**config.mk**
```make
export PLATFORM = sky130hd
export DESIGN_NAME = des_cbc_no_perm_cipher_core
export DESIGN_NICKNAME = d
export VERILOG_FILES = /design/src/hw/rtl/dcnp_pkg.sv /design/src/hw/rtl/dcnp_ctrl.sv /design/src/hw/rtl/dcnp_dp.sv /design/src/hw/rtl/des_cbc_no_perm_cipher_core.sv
export SDC_FILE = /design/constraint.sdc
export NUM_CORES = 1
export LEC_CHECK = 0
export ABC_AREA = 1
export BUFFER_PORTS_ARGS = -buffer_cell sky130_fd_sc_hd__buf_2
export CELL_PAD_IN_SITES_DETAIL_PLACEMENT = 0
export CELL_PAD_IN_SITES_GLOBAL_PLACEMENT = 2
export CORE_MARGIN = 5
export CORE_UTILIZATION = 35
export DETAILED_ROUTE_END_ITERATION = 10
export PLACE_DENSITY = 0.88
export SLEW_MARGIN = 0
export SYNTH_ARGS = -nofsm -noshare
export SYNTH_HDL_FRONTEND = slang
export SYNTH_SLANG_ARGS = --single-unit
```
**constraint.sdc**
```tcl
create_clock -name clk -period 5.8 [get_ports clk]
set_input_delay 0.87 -clock clk [delete_from_list [all_inputs] [get_ports clk]]
set_output_delay 0.87 -clock clk [all_outputs]
set_load 0.02 [all_outputs]
```
**src/hw/rtl/dcnp_pkg.sv**
```systemverilog
package dcnp_pkg;

  typedef enum logic [1:0] {
    ST_IDLE,
    ST_RUN,
    ST_DONE
  } state_t;

  typedef struct packed {
    logic load;
    logic step;
    logic finish;
  } cmd_t;

  typedef logic [31:0] sbox_row_t [64];

  localparam logic [5:0] PC1_TAB [56] = '{
    6'd57, 6'd49, 6'd41, 6'd33, 6'd25, 6'd17, 6'd9,  6'd1,  6'd58, 6'd50, 6'd42, 6'd34, 6'd26, 6'd18,
    6'd10, 6'd2,  6'd59, 6'd51, 6'd43, 6'd35, 6'd27, 6'd19, 6'd11, 6'd3,  6'd60, 6'd52, 6'd44, 6'd36,
    6'd63, 6'd55, 6'd47, 6'd39, 6'd31, 6'd23, 6'd15, 6'd7,  6'd62, 6'd54, 6'd46, 6'd38, 6'd30, 6'd22,
    6'd14, 6'd6,  6'd61, 6'd53, 6'd45, 6'd37, 6'd29, 6'd21, 6'd13, 6'd5,  6'd28, 6'd20, 6'd12, 6'd4
  };

  localparam logic [4:0] ROT_TAB [16] = '{
    5'd1, 5'd2, 5'd4, 5'd6, 5'd8, 5'd10, 5'd12, 5'd14,
    5'd15, 5'd17, 5'd19, 5'd21, 5'd23, 5'd25, 5'd27, 5'd28
  };

  localparam logic [5:0] PC2_TAB [48] = '{
    6'd14, 6'd17, 6'd11, 6'd24, 6'd1,  6'd5,  6'd3,  6'd28, 6'd15, 6'd6,  6'd21, 6'd10,
    6'd23, 6'd19, 6'd12, 6'd4,  6'd26, 6'd8,  6'd16, 6'd7,  6'd27, 6'd20, 6'd13, 6'd2,
    6'd41, 6'd52, 6'd31, 6'd37, 6'd47, 6'd55, 6'd30, 6'd40, 6'd51, 6'd45, 6'd33, 6'd48,
    6'd44, 6'd49, 6'd39, 6'd56, 6'd34, 6'd53, 6'd46, 6'd42, 6'd50, 6'd36, 6'd29, 6'd32
  };

  localparam logic [31:0] SBOX_P [8][64] = '{
  '{32'h00808200,32'h00000000,32'h00008000,32'h00808202,32'h00808002,32'h00008202,32'h00000002,32'h00008000,
    32'h00000200,32'h00808200,32'h00808202,32'h00000200,32'h00800202,32'h00808002,32'h00800000,32'h00000002,
    32'h00000202,32'h00800200,32'h00800200,32'h00008200,32'h00008200,32'h00808000,32'h00808000,32'h00800202,
    32'h00008002,32'h00800002,32'h00800002,32'h00008002,32'h00000000,32'h00000202,32'h00008202,32'h00800000,
    32'h00008000,32'h00808202,32'h00000002,32'h00808000,32'h00808200,32'h00800000,32'h00800000,32'h00000200,
    32'h00808002,32'h00008000,32'h00008200,32'h00800002,32'h00000200,32'h00000002,32'h00800202,32'h00008202,
    32'h00808202,32'h00008002,32'h00808000,32'h00800202,32'h00800002,32'h00000202,32'h00008202,32'h00808200,
    32'h00000202,32'h00800200,32'h00800200,32'h00000000,32'h00008002,32'h00008200,32'h00000000,32'h00808002},
  '{32'h40084010,32'h40004000,32'h00004000,32'h00084010,32'h00080000,32'h00000010,32'h40080010,32'h40004010,
    32'h40000010,32'h40084010,32'h40084000,32'h40000000,32'h40004000,32'h00080000,32'h00000010,32'h40080010,
    32'h00084000,32'h00080010,32'h40004010,32'h00000000,32'h40000000,32'h00004000,32'h00084010,32'h40080000,
    32'h00080010,32'h40000010,32'h00000000,32'h00084000,32'h00004010,32'h40084000,32'h40080000,32'h00004010,
    32'h00000000,32'h00084010,32'h40080010,32'h00080000,32'h40004010,32'h40080000,32'h40084000,32'h00004000,
    32'h40080000,32'h40004000,32'h00000010,32'h40084010,32'h00084010,32'h00000010,32'h00004000,32'h40000000,
    32'h00004010,32'h40084000,32'h00080000,32'h40000010,32'h00080010,32'h40004010,32'h40000010,32'h00080010,
    32'h00084000,32'h00000000,32'h40004000,32'h00004010,32'h40000000,32'h40080010,32'h40084010,32'h00084000},
  '{32'h00000104,32'h04010100,32'h00000000,32'h04010004,32'h04000100,32'h00000000,32'h00010104,32'h04000100,
    32'h00010004,32'h04000004,32'h04000004,32'h00010000,32'h04010104,32'h00010004,32'h04010000,32'h00000104,
    32'h04000000,32'h00000004,32'h04010100,32'h00000100,32'h00010100,32'h04010000,32'h04010004,32'h00010104,
    32'h04000104,32'h00010100,32'h00010000,32'h04000104,32'h00000004,32'h04010104,32'h00000100,32'h04000000,
    32'h04010100,32'h04000000,32'h00010004,32'h00000104,32'h00010000,32'h04010100,32'h04000100,32'h00000000,
    32'h00000100,32'h00010004,32'h04010104,32'h04000100,32'h04000004,32'h00000100,32'h00000000,32'h04010004,
    32'h04000104,32'h00010000,32'h04000000,32'h04010104,32'h00000004,32'h00010104,32'h00010100,32'h04000004,
    32'h04010000,32'h04000104,32'h00000104,32'h04010000,32'h00010104,32'h00000004,32'h04010004,32'h00010100},
  '{32'h80401000,32'h80001040,32'h80001040,32'h00000040,32'h00401040,32'h80400040,32'h80400000,32'h80001000,
    32'h00000000,32'h00401000,32'h00401000,32'h80401040,32'h80000040,32'h00000000,32'h00400040,32'h80400000,
    32'h80000000,32'h00001000,32'h00400000,32'h80401000,32'h00000040,32'h00400000,32'h80001000,32'h00001040,
    32'h80400040,32'h80000000,32'h00001040,32'h00400040,32'h00001000,32'h00401040,32'h80401040,32'h80000040,
    32'h00400040,32'h80400000,32'h00401000,32'h80401040,32'h80000040,32'h00000000,32'h00000000,32'h00401000,
    32'h00001040,32'h00400040,32'h80400040,32'h80000000,32'h80401000,32'h80001040,32'h80001040,32'h00000040,
    32'h80401040,32'h80000040,32'h80000000,32'h00001000,32'h80400000,32'h80001000,32'h00401040,32'h80400040,
    32'h80001000,32'h00001040,32'h00400000,32'h80401000,32'h00000040,32'h00400000,32'h00001000,32'h00401040},
  '{32'h00000080,32'h01040080,32'h01040000,32'h21000080,32'h00040000,32'h00000080,32'h20000000,32'h01040000,
    32'h20040080,32'h00040000,32'h01000080,32'h20040080,32'h21000080,32'h21040000,32'h00040080,32'h20000000,
    32'h01000000,32'h20040000,32'h20040000,32'h00000000,32'h20000080,32'h21040080,32'h21040080,32'h01000080,
    32'h21040000,32'h20000080,32'h00000000,32'h21000000,32'h01040080,32'h01000000,32'h21000000,32'h00040080,
    32'h00040000,32'h21000080,32'h00000080,32'h01000000,32'h20000000,32'h01040000,32'h21000080,32'h20040080,
    32'h01000080,32'h20000000,32'h21040000,32'h01040080,32'h20040080,32'h00000080,32'h01000000,32'h21040000,
    32'h21040080,32'h00040080,32'h21000000,32'h21040080,32'h01040000,32'h00000000,32'h20040000,32'h21000000,
    32'h00040080,32'h01000080,32'h20000080,32'h00040000,32'h00000000,32'h20040000,32'h01040080,32'h20000080},
  '{32'h10000008,32'h10200000,32'h00002000,32'h10202008,32'h10200000,32'h00000008,32'h10202008,32'h00200000,
    32'h10002000,32'h00202008,32'h00200000,32'h10000008,32'h00200008,32'h10002000,32'h10000000,32'h00002008,
    32'h00000000,32'h00200008,32'h10002008,32'h00002000,32'h00202000,32'h10002008,32'h00000008,32'h10200008,
    32'h10200008,32'h00000000,32'h00202008,32'h10202000,32'h00002008,32'h00202000,32'h10202000,32'h10000000,
    32'h10002000,32'h00000008,32'h10200008,32'h00202000,32'h10202008,32'h00200000,32'h00002008,32'h10000008,
    32'h00200000,32'h10002000,32'h10000000,32'h00002008,32'h10000008,32'h10202008,32'h00202000,32'h10200000,
    32'h00202008,32'h10202000,32'h00000000,32'h10200008,32'h00000008,32'h00002000,32'h10200000,32'h00202008,
    32'h00002000,32'h00200008,32'h10002008,32'h00000000,32'h10202000,32'h10000000,32'h00200008,32'h10002008},
  '{32'h00100000,32'h02100001,32'h02000401,32'h00000000,32'h00000400,32'h02000401,32'h00100401,32'h02100400,
    32'h02100401,32'h00100000,32'h00000000,32'h02000001,32'h00000001,32'h02000000,32'h02100001,32'h00000401,
    32'h02000400,32'h00100401,32'h00100001,32'h02000400,32'h02000001,32'h02100000,32'h02100400,32'h00100001,
    32'h02100000,32'h00000400,32'h00000401,32'h02100401,32'h00100400,32'h00000001,32'h02000000,32'h00100400,
    32'h02000000,32'h00100400,32'h00100000,32'h02000401,32'h02000401,32'h02100001,32'h02100001,32'h00000001,
    32'h00100001,32'h02000000,32'h02000400,32'h00100000,32'h02100400,32'h00000401,32'h00100401,32'h02100400,
    32'h00000401,32'h02000001,32'h02100401,32'h02100000,32'h00100400,32'h00000000,32'h00000001,32'h02100401,
    32'h00000000,32'h00100401,32'h02100000,32'h00000400,32'h02000001,32'h02000400,32'h00000400,32'h00100001},
  '{32'h08000820,32'h00000800,32'h00020000,32'h08020820,32'h08000000,32'h08000820,32'h00000020,32'h08000000,
    32'h00020020,32'h08020000,32'h08020820,32'h00020800,32'h08020800,32'h00020820,32'h00000800,32'h00000020,
    32'h08020000,32'h08000020,32'h08000800,32'h00000820,32'h00020800,32'h00020020,32'h08020020,32'h08020800,
    32'h00000820,32'h00000000,32'h00000000,32'h08020020,32'h08000020,32'h08000800,32'h00020820,32'h00020000,
    32'h00020820,32'h00020000,32'h08020800,32'h00000800,32'h00000020,32'h08020020,32'h00000800,32'h00020820,
    32'h08000800,32'h00000020,32'h08000020,32'h08020000,32'h08020020,32'h08000000,32'h00020000,32'h08000820,
    32'h00000000,32'h08020820,32'h00020020,32'h08000020,32'h08020000,32'h08000800,32'h08000820,32'h00000000,
    32'h08020820,32'h00020800,32'h00020800,32'h00000820,32'h00000820,32'h00020020,32'h08000000,32'h08020800}
  };

  // PC-1 on the raw key: C in bits 55..28, D in bits 27..0 (output bit j at 55-j)
  function automatic logic [55:0] pc1(input logic [63:0] key);
    logic [55:0] cd;
    cd = '0;
    for (int j = 0; j < 56; j++) begin
      cd[55-j] = key[6'd63 - (PC1_TAB[j] - 6'd1)];
    end
    return cd;
  endfunction

  // round key for round i: rotate halves by ROT_TAB[i], then PC-2
  function automatic logic [47:0] round_key(input logic [55:0] cd, input logic [3:0] idx);
    logic [55:0] rot;
    logic [47:0] rk;
    logic [4:0]  sh;
    logic [5:0]  src;
    sh = ROT_TAB[idx];
    rot = '0;
    rk = '0;
    for (int j = 0; j < 28; j++) begin
      src = 6'(j) + 6'(sh);
      if (src >= 6'd28) src = src - 6'd28;
      rot[55-j]    = cd[6'd55 - src];
      rot[55-28-j] = cd[6'd27 - src];
    end
    for (int j = 0; j < 48; j++) begin
      rk[47-j] = rot[6'd55 - (PC2_TAB[j] - 6'd1)];
    end
    return rk;
  endfunction

  function automatic logic [31:0] round_f(input logic [31:0] r, input logic [47:0] rk);
    logic [31:0] rt;
    logic [31:0] rl;
    logic [31:0] acc;
    logic [5:0]  ix;
    rt = {r[0], r[31:1]};
    rl = {r[30:0], r[31]};
    acc = '0;
    for (int g = 0; g < 7; g++) begin
      ix = 6'(rt >> (26 - 4*g)) ^ rk[47-6*g -: 6];
      acc = acc | SBOX_P[g][ix];
    end
    ix = rl[5:0] ^ rk[5:0];
    acc = acc | SBOX_P[7][ix];
    return acc;
  endfunction

endpackage

```
**src/hw/rtl/dcnp_ctrl.sv**
```systemverilog
module dcnp_ctrl (
  input  logic               clk,
  input  logic               rst_n,
  input  logic               in_fire,
  input  logic               out_fire,
  output logic               busy_run,
  output logic               out_valid,
  output logic [3:0]         round,
  output dcnp_pkg::cmd_t     cmd
);

  dcnp_pkg::state_t state_r, state_nxt;
  logic [3:0] cnt_r, cnt_nxt;

  always_comb begin
    state_nxt = state_r;
    cnt_nxt = cnt_r;
    case (state_r)
      dcnp_pkg::ST_IDLE: begin
        if (in_fire) begin
          state_nxt = dcnp_pkg::ST_RUN;
          cnt_nxt = '0;
        end
      end
      dcnp_pkg::ST_RUN: begin
        cnt_nxt = cnt_r + 4'd1;
        if (cnt_r == 4'd15) state_nxt = dcnp_pkg::ST_DONE;
      end
      dcnp_pkg::ST_DONE: begin
        if (out_fire) begin
          if (in_fire) begin
            state_nxt = dcnp_pkg::ST_RUN;
            cnt_nxt = '0;
          end else begin
            state_nxt = dcnp_pkg::ST_IDLE;
          end
        end
      end
      default: state_nxt = dcnp_pkg::ST_IDLE;
    endcase
  end

  always_comb begin
    cmd = '0;
    busy_run = (state_r == dcnp_pkg::ST_RUN);
    out_valid = (state_r == dcnp_pkg::ST_DONE);
    cmd.load = in_fire;
    cmd.step = (state_r == dcnp_pkg::ST_RUN);
    cmd.finish = (state_r == dcnp_pkg::ST_RUN) && (cnt_r == 4'd15);
  end

  assign round = cnt_r;

  always_ff @(posedge clk) begin
    if (!rst_n) begin
      state_r <= dcnp_pkg::ST_IDLE;
      cnt_r <= '0;
    end else begin
      state_r <= state_nxt;
      cnt_r <= cnt_nxt;
    end
  end

endmodule

```
**src/hw/rtl/dcnp_dp.sv**
```systemverilog
module dcnp_dp (
  input  logic           clk,
  input  logic           rst_n,
  input  logic           cfg_we,
  input  logic [63:0]    cfg_wdata,
  input  dcnp_pkg::cmd_t cmd,
  input  logic [3:0]     round,
  input  logic           func,
  input  logic           restart,
  input  logic [63:0]    data_in,
  input  logic           last_in,
  output logic [63:0]    data_out,
  output logic           last_out
);

  logic [55:0] cd_r;
  logic [63:0] chain_r;
  logic [31:0] lh_r, rh_r;
  logic        dec_r;
  logic [63:0] blk_r;
  logic [63:0] res_r;
  logic        last_r;
  logic [63:0] chain_use;
  logic [63:0] pre;
  logic [3:0]  kidx;
  logic [47:0] rk;
  logic [31:0] fo;
  logic [63:0] fin;

  assign chain_use = restart ? 64'd0 : chain_r;
  assign pre = func ? data_in : (data_in ^ chain_use);
  assign kidx = dec_r ? (4'd15 - round) : round;
  assign rk = dcnp_pkg::round_key(cd_r, kidx);
  assign fo = dcnp_pkg::round_f(rh_r, rk);
  // after last round: swap halves
  assign fin = {lh_r ^ fo, rh_r};

  always_ff @(posedge clk) begin
    if (!rst_n) begin
      cd_r <= '0;
      chain_r <= '0;
    end else begin
      if (cfg_we) cd_r <= dcnp_pkg::pc1(cfg_wdata);
      if (cmd.load) begin
        if (restart) chain_r <= '0;
      end
      if (cmd.finish) begin
        chain_r <= dec_r ? blk_r : fin;
      end
    end
  end

  always_ff @(posedge clk) begin
    if (cmd.load) begin
      lh_r <= pre[63:32];
      rh_r <= pre[31:0];
      dec_r <= func;
      blk_r <= data_in;
      last_r <= last_in;
    end else if (cmd.step) begin
      lh_r <= rh_r;
      rh_r <= lh_r ^ fo;
    end
    if (cmd.finish) begin
      res_r <= dec_r ? (fin ^ chain_r) : fin;
    end
  end

  assign data_out = res_r;
  assign last_out = last_r;

endmodule

```
**src/hw/rtl/des_cbc_no_perm_cipher_core.sv**
```systemverilog
// DES in CBC mode, initial and final permutations left out.
// Input stream (in_*): one beat is one 8-byte block. in_tdata holds the block,
// in_tuser selects encrypt (0) or decrypt (1) in bit 0 and restart in bit 1,
// in_tlast is passed to out_tlast untouched.
// Output stream (out_*): one beat per input beat, same order.
// cfg_we/cfg_wdata load the 64-bit key; write only while idle. PC-1 is applied
// at the write and the round key is formed each cycle from the stored halves.
// One Feistel round per cycle in a single shared round unit. A new block is
// not taken while the rounds run; the next block may enter on the cycle its
// predecessor's result is taken.
// A stalled receiver holds the result in its register; a new beat is not
// taken until then, since the chaining value depends on it.
// Reset (synchronous, rst_n low) clears key, chaining value and control.
module des_cbc_no_perm_cipher_core (
  input  logic        clk,
  input  logic        rst_n,
  input  logic        cfg_we,
  input  logic [63:0] cfg_wdata,
  input  logic        in_tvalid,
  output logic        in_tready,
  input  logic [63:0] in_tdata,   // [63:0] data_in
  input  logic [1:0]  in_tuser,   // [0] func, [1] restart
  input  logic        in_tlast,
  output logic        out_tvalid,
  input  logic        out_tready,
  output logic [63:0] out_tdata,  // [63:0] data_out
  output logic        out_tlast
);

  dcnp_pkg::cmd_t cmd;
  logic       busy_run;
  logic [3:0] round;
  logic       in_fire, out_fire;

  assign in_tready = !busy_run && (!out_tvalid || out_tready);
  assign in_fire = in_tvalid && in_tready;
  assign out_fire = out_tvalid && out_tready;

  dcnp_ctrl u_ctrl (
    .clk      (clk),
    .rst_n    (rst_n),
    .in_fire  (in_fire),
    .out_fire (out_fire),
    .busy_run (busy_run),
    .out_valid(out_tvalid),
    .round    (round),
    .cmd      (cmd)
  );

  dcnp_dp u_dp (
    .clk      (clk),
    .rst_n    (rst_n),
    .cfg_we   (cfg_we),
    .cfg_wdata(cfg_wdata),
    .cmd      (cmd),
    .round    (round),
    .func     (in_tuser[0]),
    .restart  (in_tuser[1]),
    .data_in  (in_tdata),
    .last_in  (in_tlast),
    .data_out (out_tdata),
    .last_out (out_tlast)
  );

endmodule
```
# Word-level counts from Yosys, hierarchy flattened

Memory sizes are Yosys's and may differ from the RTL's.
Index checks and enable logic that the tools add are counted.

$add $sub $neg: 105
Magnitude comparators: 85
Eq/ne operators: 6
Multiplexer cells: 161
Bitwise operators: 27
Reductions and logical operators: 13

Operator list:

| kind                                                                          | count |
|---|---|
| 32-bit two-way mux                                                            | 20 |
| 64-bit two-way mux                                                            | 6 |
| 6-bit by 7-bit less-than comparator with 1-bit output (second input constant) | 48 |
| 1-bit binary-select mux with 6-bit select                                     | 48 |
| 32-bit bitwise OR                                                             | 7 |
| 6-bit two-way mux                                                             | 28 |
| 6-bit by 5-bit >= comparator with 1-bit output (second input constant)        | 27 |
| 6-bit by 5-bit subtractor with 6-bit output (second input constant)           | 27 |
| 5-bit by 6-bit subtractor with 6-bit output (first input constant)            | 24 |
| 6-bit subtractor (first input constant)                                       | 24 |
| 64-bit XOR                                                                    | 2 |
| 5-bit by 5-bit adder with 6-bit output (first input constant)                 | 12 |
| 7-bit >= comparator (second input constant)                                   | 8 |
| 6-bit inverter with 7-bit output                                              | 8 |
| 1-bit two-way mux                                                             | 49 |
| 4-bit by 5-bit adder with 6-bit output (first input constant)                 | 8 |
| 6-bit XOR                                                                     | 8 |
| 32-bit XOR                                                                    | 1 |
| 3-bit by 5-bit adder with 6-bit output (first input constant)                 | 4 |
| 2-bit by 5-bit adder with 6-bit output (first input constant)                 | 2 |
| 4-bit two-way mux                                                             | 3 |
| 4-bit one-hot mux with 3 select lines                                         | 1 |
| 5-bit >= comparator (second input constant)                                   | 2 |
| 5-bit two-way mux                                                             | 2 |
| 20 further kinds                                                              | 28 |

Bits in registers: 320
ROM bits: 16464
Input port bits: 136
Output and inout port bits: 67
Logic and storage cells: 416
Memories: 9

Memories:

| name             | words | width | read ports | clocked after memory_dff | wr ports | line            | source |
|---|---|---|---|---|---|---|---|
| (name not given) | 64    | 32    | 1          | 0                        | 0        | dcnp_pkg.sv:144 | `acc = acc \| SBOX_P[g][ix];` |
| (name not given) | 64    | 32    | 1          | 0                        | 0        | dcnp_pkg.sv:144 |  |
| (name not given) | 64    | 32    | 1          | 0                        | 0        | dcnp_pkg.sv:144 |  |
| (name not given) | 64    | 32    | 1          | 0                        | 0        | dcnp_pkg.sv:144 |  |
| (name not given) | 64    | 32    | 1          | 0                        | 0        | dcnp_pkg.sv:144 |  |
| (name not given) | 64    | 32    | 1          | 0                        | 0        | dcnp_pkg.sv:144 |  |
| 3 more memories  | n/a   | n/a   | n/a        | n/a                      | n/a      | n/a             |  |

# Longest topological paths before layout

Depth in word-level cells: 27
Gate-level depth with buffers: 44
Mapped depth without buffers: 41

# By module

From an unflattened synthesis, not the netlist that was laid out.

Cell total of the unflattened synthesis: 5484
Area total of the unflattened synthesis: 34048.9 sq um

Modules (own cells, without submodules):

| module                      | instances | cells an instance | area an instance (sq um) | seq. area each (sq um) |
|---|---|---|---|---|
| dcnp_dp                     | 1         | 5429              | 33674.8                  | 8227.9 |
| dcnp_ctrl                   | 1         | 46                | 332.8                    | 120.1 |
| des_cbc_no_perm_cipher_core | 1         | 9                 | 41.3                     | 0.0 |

# Least setup slack after synthesis

Ideal clock, no wire load.

Kind: reg-to-reg
Start: register u_ctrl.cnt_r[0], in the netlist u_ctrl.round[0]
End: register u_dp.res_r[34], in the netlist u_dp.data_out[34], data pin
Setup time: 257 ps
Data arrival time: 4921 ps
Required time: 5543 ps
Setup slack: 622 ps
Cell stages (with the launch flop): 34
Buffers on the path: 2
Path through: dfxtp_1 -> xor2_2 -> inv_2 -> buf_2 -> buf_2 -> ha_1 -> nand2_1 -> nand2_1 -> nand2_1 -> inv_2 -> ha_1 -> nand3_2 -> nand2_1 -> o21ai_0 -> inv_1 -> ha_1 -> inv_1 -> nand3_1 -> nand2_1 -> nand2_1 -> nand3_1 -> nand2_1 -> nand2_1 -> nand2_1 -> ha_1 -> inv_1 -> nand3_1 -> nand2_1 -> nand2_1 -> nand2_1 -> nand3_1 -> nand3_1 -> nand2_1 -> xor2_1

Longest elaborated chain between the ends: 27
Elaborated cells between the ends (all ways): 311

RTL lines:

| what                                                                                                          | line            | source |
|---|---|---|
| start: declaration                                                                                            | dcnp_ctrl.sv:13 | `logic [3:0] cnt_r, cnt_nxt;` |
| start signal: assignment                                                                                      | dcnp_ctrl.sv:60 | `cnt_r <= cnt_nxt;` |
| 4-bit subtractor                                                                                              | dcnp_dp.sv:32   | `assign kidx = dec_r ? (4'd15 - round) : round;` |
| 4-bit two-way mux (*)                                                                                         | dcnp_dp.sv:32   |  |
| 4-bit inverter with 5-bit output (implied by the code) (*)                                                    | dcnp_pkg.sv:119 | `sh = ROT_TAB[idx];` |
| memory 16 x 5 bit (*)                                                                                         | n/a             |  |
| 5-bit two-way mux (implied by the code) (*) (2 in series)                                                     | dcnp_pkg.sv:119 |  |
| 4-bit by 5-bit adder with 6-bit output (tied with other cells)                                                | dcnp_pkg.sv:123 | `src = 6'(j) + 6'(sh);` |
| 6-bit by 5-bit subtractor with 6-bit output or 6-bit by 5-bit >= comparator with 1-bit output (tied branches) | dcnp_pkg.sv:124 | `if (src >= 6'd28) src = src - 6'd28;` |
| 6-bit two-way mux                                                                                             | dcnp_pkg.sv:124 |  |
| (+4 left out)                                                                                                 | n/a             |  |
| 6-bit inverter with 7-bit output (implied by the code)                                                        | dcnp_pkg.sv:144 |  |
| memory 64 x 32 bit                                                                                            | n/a             |  |
| 32-bit two-way mux (implied by the code) (2 in series)                                                        | dcnp_pkg.sv:144 |  |
| 32-bit bitwise OR (6 in series)                                                                               | dcnp_pkg.sv:144 |  |
| 32-bit bitwise OR (*)                                                                                         | dcnp_pkg.sv:147 | `acc = acc \| SBOX_P[7][ix];` |
| 32-bit XOR (*)                                                                                                | dcnp_dp.sv:36   | `assign fin = {lh_r ^ fo, rh_r};` |
| 64-bit XOR                                                                                                    | dcnp_dp.sv:65   | `res_r <= dec_r ? (fin ^ chain_r) : fin;` |
| 64-bit two-way mux (*)                                                                                        | dcnp_dp.sv:65   |  |
| end signal: assignment                                                                                        | dcnp_dp.sv:65   |  |
| end: declaration                                                                                              | dcnp_dp.sv:21   | `logic [63:0] res_r;` |

Mark *: on every way between the ends. The rest lies on a longest branch, timed or not. The select of a mux whose other input is x is not followed.
A chain may end at the register's enable or synchronous reset.

# Worst setup path after layout

Start: register u_dp.dec_r
End: register u_dp.rh_r[28], data pin

Longest elaborated chain between the ends: 26
Elaborated cells between the ends (all ways): 310

RTL lines:

| what                                                                                                          | line            | source |
|---|---|---|
| start: declaration                                                                                            | dcnp_dp.sv:19   | `logic dec_r;` |
| start signal: assignment                                                                                      | dcnp_dp.sv:57   | `dec_r <= func;` |
| 4-bit two-way mux (*)                                                                                         | dcnp_dp.sv:32   |  |
| 4-bit inverter with 5-bit output (implied by the code) (*)                                                    | dcnp_pkg.sv:119 |  |
| memory 16 x 5 bit (*)                                                                                         | n/a             |  |
| 5-bit two-way mux (implied by the code) (*) (2 in series)                                                     | dcnp_pkg.sv:119 |  |
| 4-bit by 5-bit adder with 6-bit output (tied with other cells)                                                | dcnp_pkg.sv:123 |  |
| 6-bit by 5-bit subtractor with 6-bit output or 6-bit by 5-bit >= comparator with 1-bit output (tied branches) | dcnp_pkg.sv:124 |  |
| 6-bit two-way mux                                                                                             | dcnp_pkg.sv:124 |  |
| 6-bit subtractor                                                                                              | dcnp_pkg.sv:125 | `rot[55-j] = cd[6'd55 - src];` |
| (+3 left out)                                                                                                 | n/a             |  |
| 6-bit inverter with 7-bit output (implied by the code)                                                        | dcnp_pkg.sv:144 |  |
| memory 64 x 32 bit                                                                                            | n/a             |  |
| 32-bit two-way mux (implied by the code) (2 in series)                                                        | dcnp_pkg.sv:144 |  |
| 32-bit bitwise OR (6 in series)                                                                               | dcnp_pkg.sv:144 |  |
| 32-bit bitwise OR (*)                                                                                         | dcnp_pkg.sv:147 |  |
| 32-bit XOR (*)                                                                                                | dcnp_dp.sv:62   | `rh_r <= lh_r ^ fo;` |
| 32-bit two-way mux (*)                                                                                        | dcnp_dp.sv:60   | `end else if (cmd.step) begin` |
| 32-bit two-way mux (*)                                                                                        | dcnp_dp.sv:54   | `if (cmd.load) begin` |
| end signal: assignment                                                                                        | dcnp_dp.sv:56   | `rh_r <= pre[31:0];` |
| end signal: assignment                                                                                        | dcnp_dp.sv:62   |  |
| end: declaration                                                                                              | dcnp_dp.sv:18   | `logic [31:0] lh_r, rh_r;` |

Marks and branches as above.

==> qor.yml <==
yosys:
  synth_area_mm2: 0.0343
  avgSynthCellArea_um2: 6.22
  yosysUniqueCellTypes: 58
  yosysSeqAreaShare_pct: 24.3
  synth_nets: 5804
  synth-seq-cells: 320
  syn_inst: 5518
  ys_warn_count: 0
worst_hold_path:
  hold_path.class: "flip-flop to flip-flop"
  min_path_cells: 2
  whs_endpoint: "u_dp.cd_r[49]"
  min-delay-start: "u_dp.cd_r[49]"
clocking:
  clk_latency_ns: 0.58
  cts-hold-fix-buffers: 0
  root_buffer: "clkbuf_16"
  cts_tree: "built"
  numCtsBuffers: 37
  cts_buffer_depth: 3
  cts_sinks: 320
  htreeDepth: 2
  clk_pin_slew_ns: 0.06
detailed_routing:
  first_iter_violations: 3954
  vias: 37800
  top_layer: "met4"
  drt-total-wl_um: 143000
  wl_met1_um: 65600
  wl_met2_um: 62500
  drt-pass1-iter-count: 8
  wire_per_inst_um: 20.3
  drc_errors: 0
  wl_met3_um: 10200
  detail-route-antenna-nets: 0
  vias_per_cell: 5.37
worst_setup_path:
  r2r_start: "u_dp.dec_r"
  startpoint_type: "flip-flop"
  r2r_cells: 38
  crit_type: "flip-flop to flip-flop"
  path_common_cell: "nand2_1"
  reg2reg_slack_ns: 0.33
  worstPathRequired_ns: 6.10
  r2r-end: "u_dp.rh_r[28]"
  arrival_ns: 5.77
  end_kind: "flip-flop"
  worst-path-max-fanout: 10
  slowest_delay_ns: 0.47
  cp_slowest_cell: "edfxtp_1"
timing:
  rsz0062_at_grt: "yes"
  fin_worst_skew_ns: 0.0302
  totalNegativeSetupSlack_ns: 0
  drv_slew: 0
  clock.fmax_ghz: 0.183
  period_needed_ns: 5.47
  setup_viol: 0
  fin_crit_sh_pct: 94.4
  tightest_slew_ns: 0.945
  whs_ns: 0.469
  finalHoldViolations: 0
  max_slew_margin_pct: 37.0
grt:
  antenna_found_initial: 1
  grt_max_degree: 159
  grt_pass1_vias: 34200
  overflow: 0
  track_usage_pct: 26.2
  grt_pass1_wl_um: 211000
die:
  dieArea_mm2: 0.104
  die-height_um: 323
  core-area_mm2: 0.0970
  die_x_um: 323
  initial_utilization_pct: 35.4
  rows: 114
  pin_count: 203
power_and_ir_drop:
  ir_drop_uv: 341
  p_leak_nw: 17.7
  power_density_mw_per_mm2: 710
  power.total_mw: 27.5
placement:
  dp_hpwl_um: 110000
  portBuffers: 194
  place_congestion: 0.951
layout:
  num-fill-cells: 10500
  area_delta_synth_final_pct: 13.0
  nets: 6016
  layout-drive-gt1-share_pct: 14.4
status:
  status: "complete, no violations"
flow_run:
  drv_cap: 0
-- where the power goes --
part	internal, mW	total (mW)	switching, mW
clock	1.32	2.32	1.00
combinational	6.86	21.6	14.8
sequential	3.06	3.56	0.504
-- critical path, delay by kind of cell, from the launching register on --
family          cells  cell delay (ns)
compound gates      2             0.17
fa+ha+maj           3             0.85
buf+inv             7             0.93
flops               1             0.47
simple gates       26             2.73
-- per-layer routing --
layer | global-route usage [%] | vias to the layer above
met3 | 3.49 | 155
met2 | 41.2 | 1264
met1 | 37.7 | 17700
li1 | - | 18700
met5 | 0 | -
met4 | 7.61 | 0
-- metrics by stage --
step | cells | area, µm² | util (%) | worst slack, ns
detailed placement | 6958 | 37200 | 38.3 | -0.0120
floorplan | 5518 | 34300 | - | 0.622
finish | 7035 | 38800 | 40.0 | 0.327
global route | 7033 | 38800 | 40.0 | -0.0305
global placement | 6958 | 37200 | 38.3 | 0.0877
CTS | 7024 | 38400 | 39.6 | 0.100
-- layout make-up --
class,instances,area (µm²),area share (%)
Antenna cell,2,5.00,0.0129
Clock buffer,54,1060,2.73
Clock inverter,12,118,0.303
Inverter,529,2000,5.16
Multi-Input combinational cell,4436,23000,59.3
Sequential cell,320,8350,21.5
Tap cell,1276,1600,4.12
Timing Repair Buffer,406,2670,6.88
-- worst max-delay path by stage --
| stage | slack, ns | end | cells after the start | start |
|---|---|---|---|---|
| finish | 0.33 | u_dp.rh_r[28] | 38 | u_dp.dec_r |
| global route | -0.03 | u_dp.rh_r[2] | 37 | u_dp.dec_r |
| CTS | 0.10 | u_dp.rh_r[28] | 35 | u_dp.dec_r |
| detailed placement | -0.01 | u_dp.rh_r[28] | 35 | u_dp.dec_r |
| global placement | 0.09 | u_dp.rh_r[28] | 35 | u_dp.dec_r |
| floorplan | 0.62 | u_dp.data_out[34] | 33 | u_ctrl.round[0] |
-- layout by cell type, fill, tap and decap left out, types with 38 or more instances in the layout --
cell type  count
ha_1         133
o21ai_2       43
nand2_2      108
a21oi_1      203
buf_2        194
dfxtp_1      126
edfxtp_1     194
nand3_1      853
o21ai_1      116
inv_1        437
o21ai_0      372
o211ai_1     103
nand2_1     1793
inv_2         82
clkbuf_16     38
xnor2_1       52
buf_4        202
nor2_1       310
xor2_1        90
-- state kept, by name, indices dropped and copies added, names as in the netlist --
| signal | cells |
|---|---|
| u_dp.data_out | 64 |
| u_dp.lh_r | 32 |
| u_dp.cd_r | 56 |
| u_dp.dec_r | 1 |
| u_dp.last_out | 1 |
| u_dp.chain_r | 64 |
| u_dp.rh_r | 32 |
| u_ctrl.state_r | 2 |
| u_ctrl.round | 4 |
| u_dp.blk_r | 64 |
-- cell families (layout without fill, tap and decap cells) --
logic type                 count (synthesis)  after routing  share of synthesized area (%)
adders and majority gates                150            150                           5.49
AOI/OAI and AO/OA                        917            917                           15.4
other                                      0              2                              0
and+or+nand+nor                         3208           3209                           40.6
DFF                                      320            320                           24.3
buffers and inverters                    763           1001                           9.68
xor gates and xnor gates                 160            160                           4.53
-- cell usage after synthesis, drive strengths merged --
cell | number | area share [%]
a211oi | 16 | 0.35
ha | 149 | 5.4
o211ai | 105 | 2.3
buf | 131 | 2.7
o22ai | 3 | 0.055
clkbuf | 103 | 1.1
o31ai | 1 | 0.022
nand3 | 894 | 13
dfxtp | 126 | 7.4
nand3b | 19 | 0.42
nor3 | 6 | 0.088
inv | 522 | 5.7
xor2 | 106 | 3.1
and2 | 2 | 0.044
o311ai | 3 | 0.077
edfxtp | 194 | 17
o2111ai | 6 | 0.15
o31a | 1 | 0.026
or2 | 14 | 0.26
nor3b | 2 | 0.044
nor2 | 320 | 3.6
a21boi | 1 | 0.022
nand2 | 1927 | 22
a21oi | 208 | 3.1
fa | 1 | 0.058
nand4 | 24 | 0.52
o221ai | 4 | 0.10
xnor2 | 54 | 1.4
o21ai | 540 | 8.6
clkinv | 7 | 0.077
a31oi | 29 | 0.53
-- repair_timing --
action                                  4_1_cts  5_1_grt
cloned                                        0        1
gates resized for setup                       1       81
endpoints found under the setup margin        2       80
pin swaps                                     0        9
hold endpoints to repair                      0        0
setup buffers                                 0        8
Power figures use the tool's default switching activity.
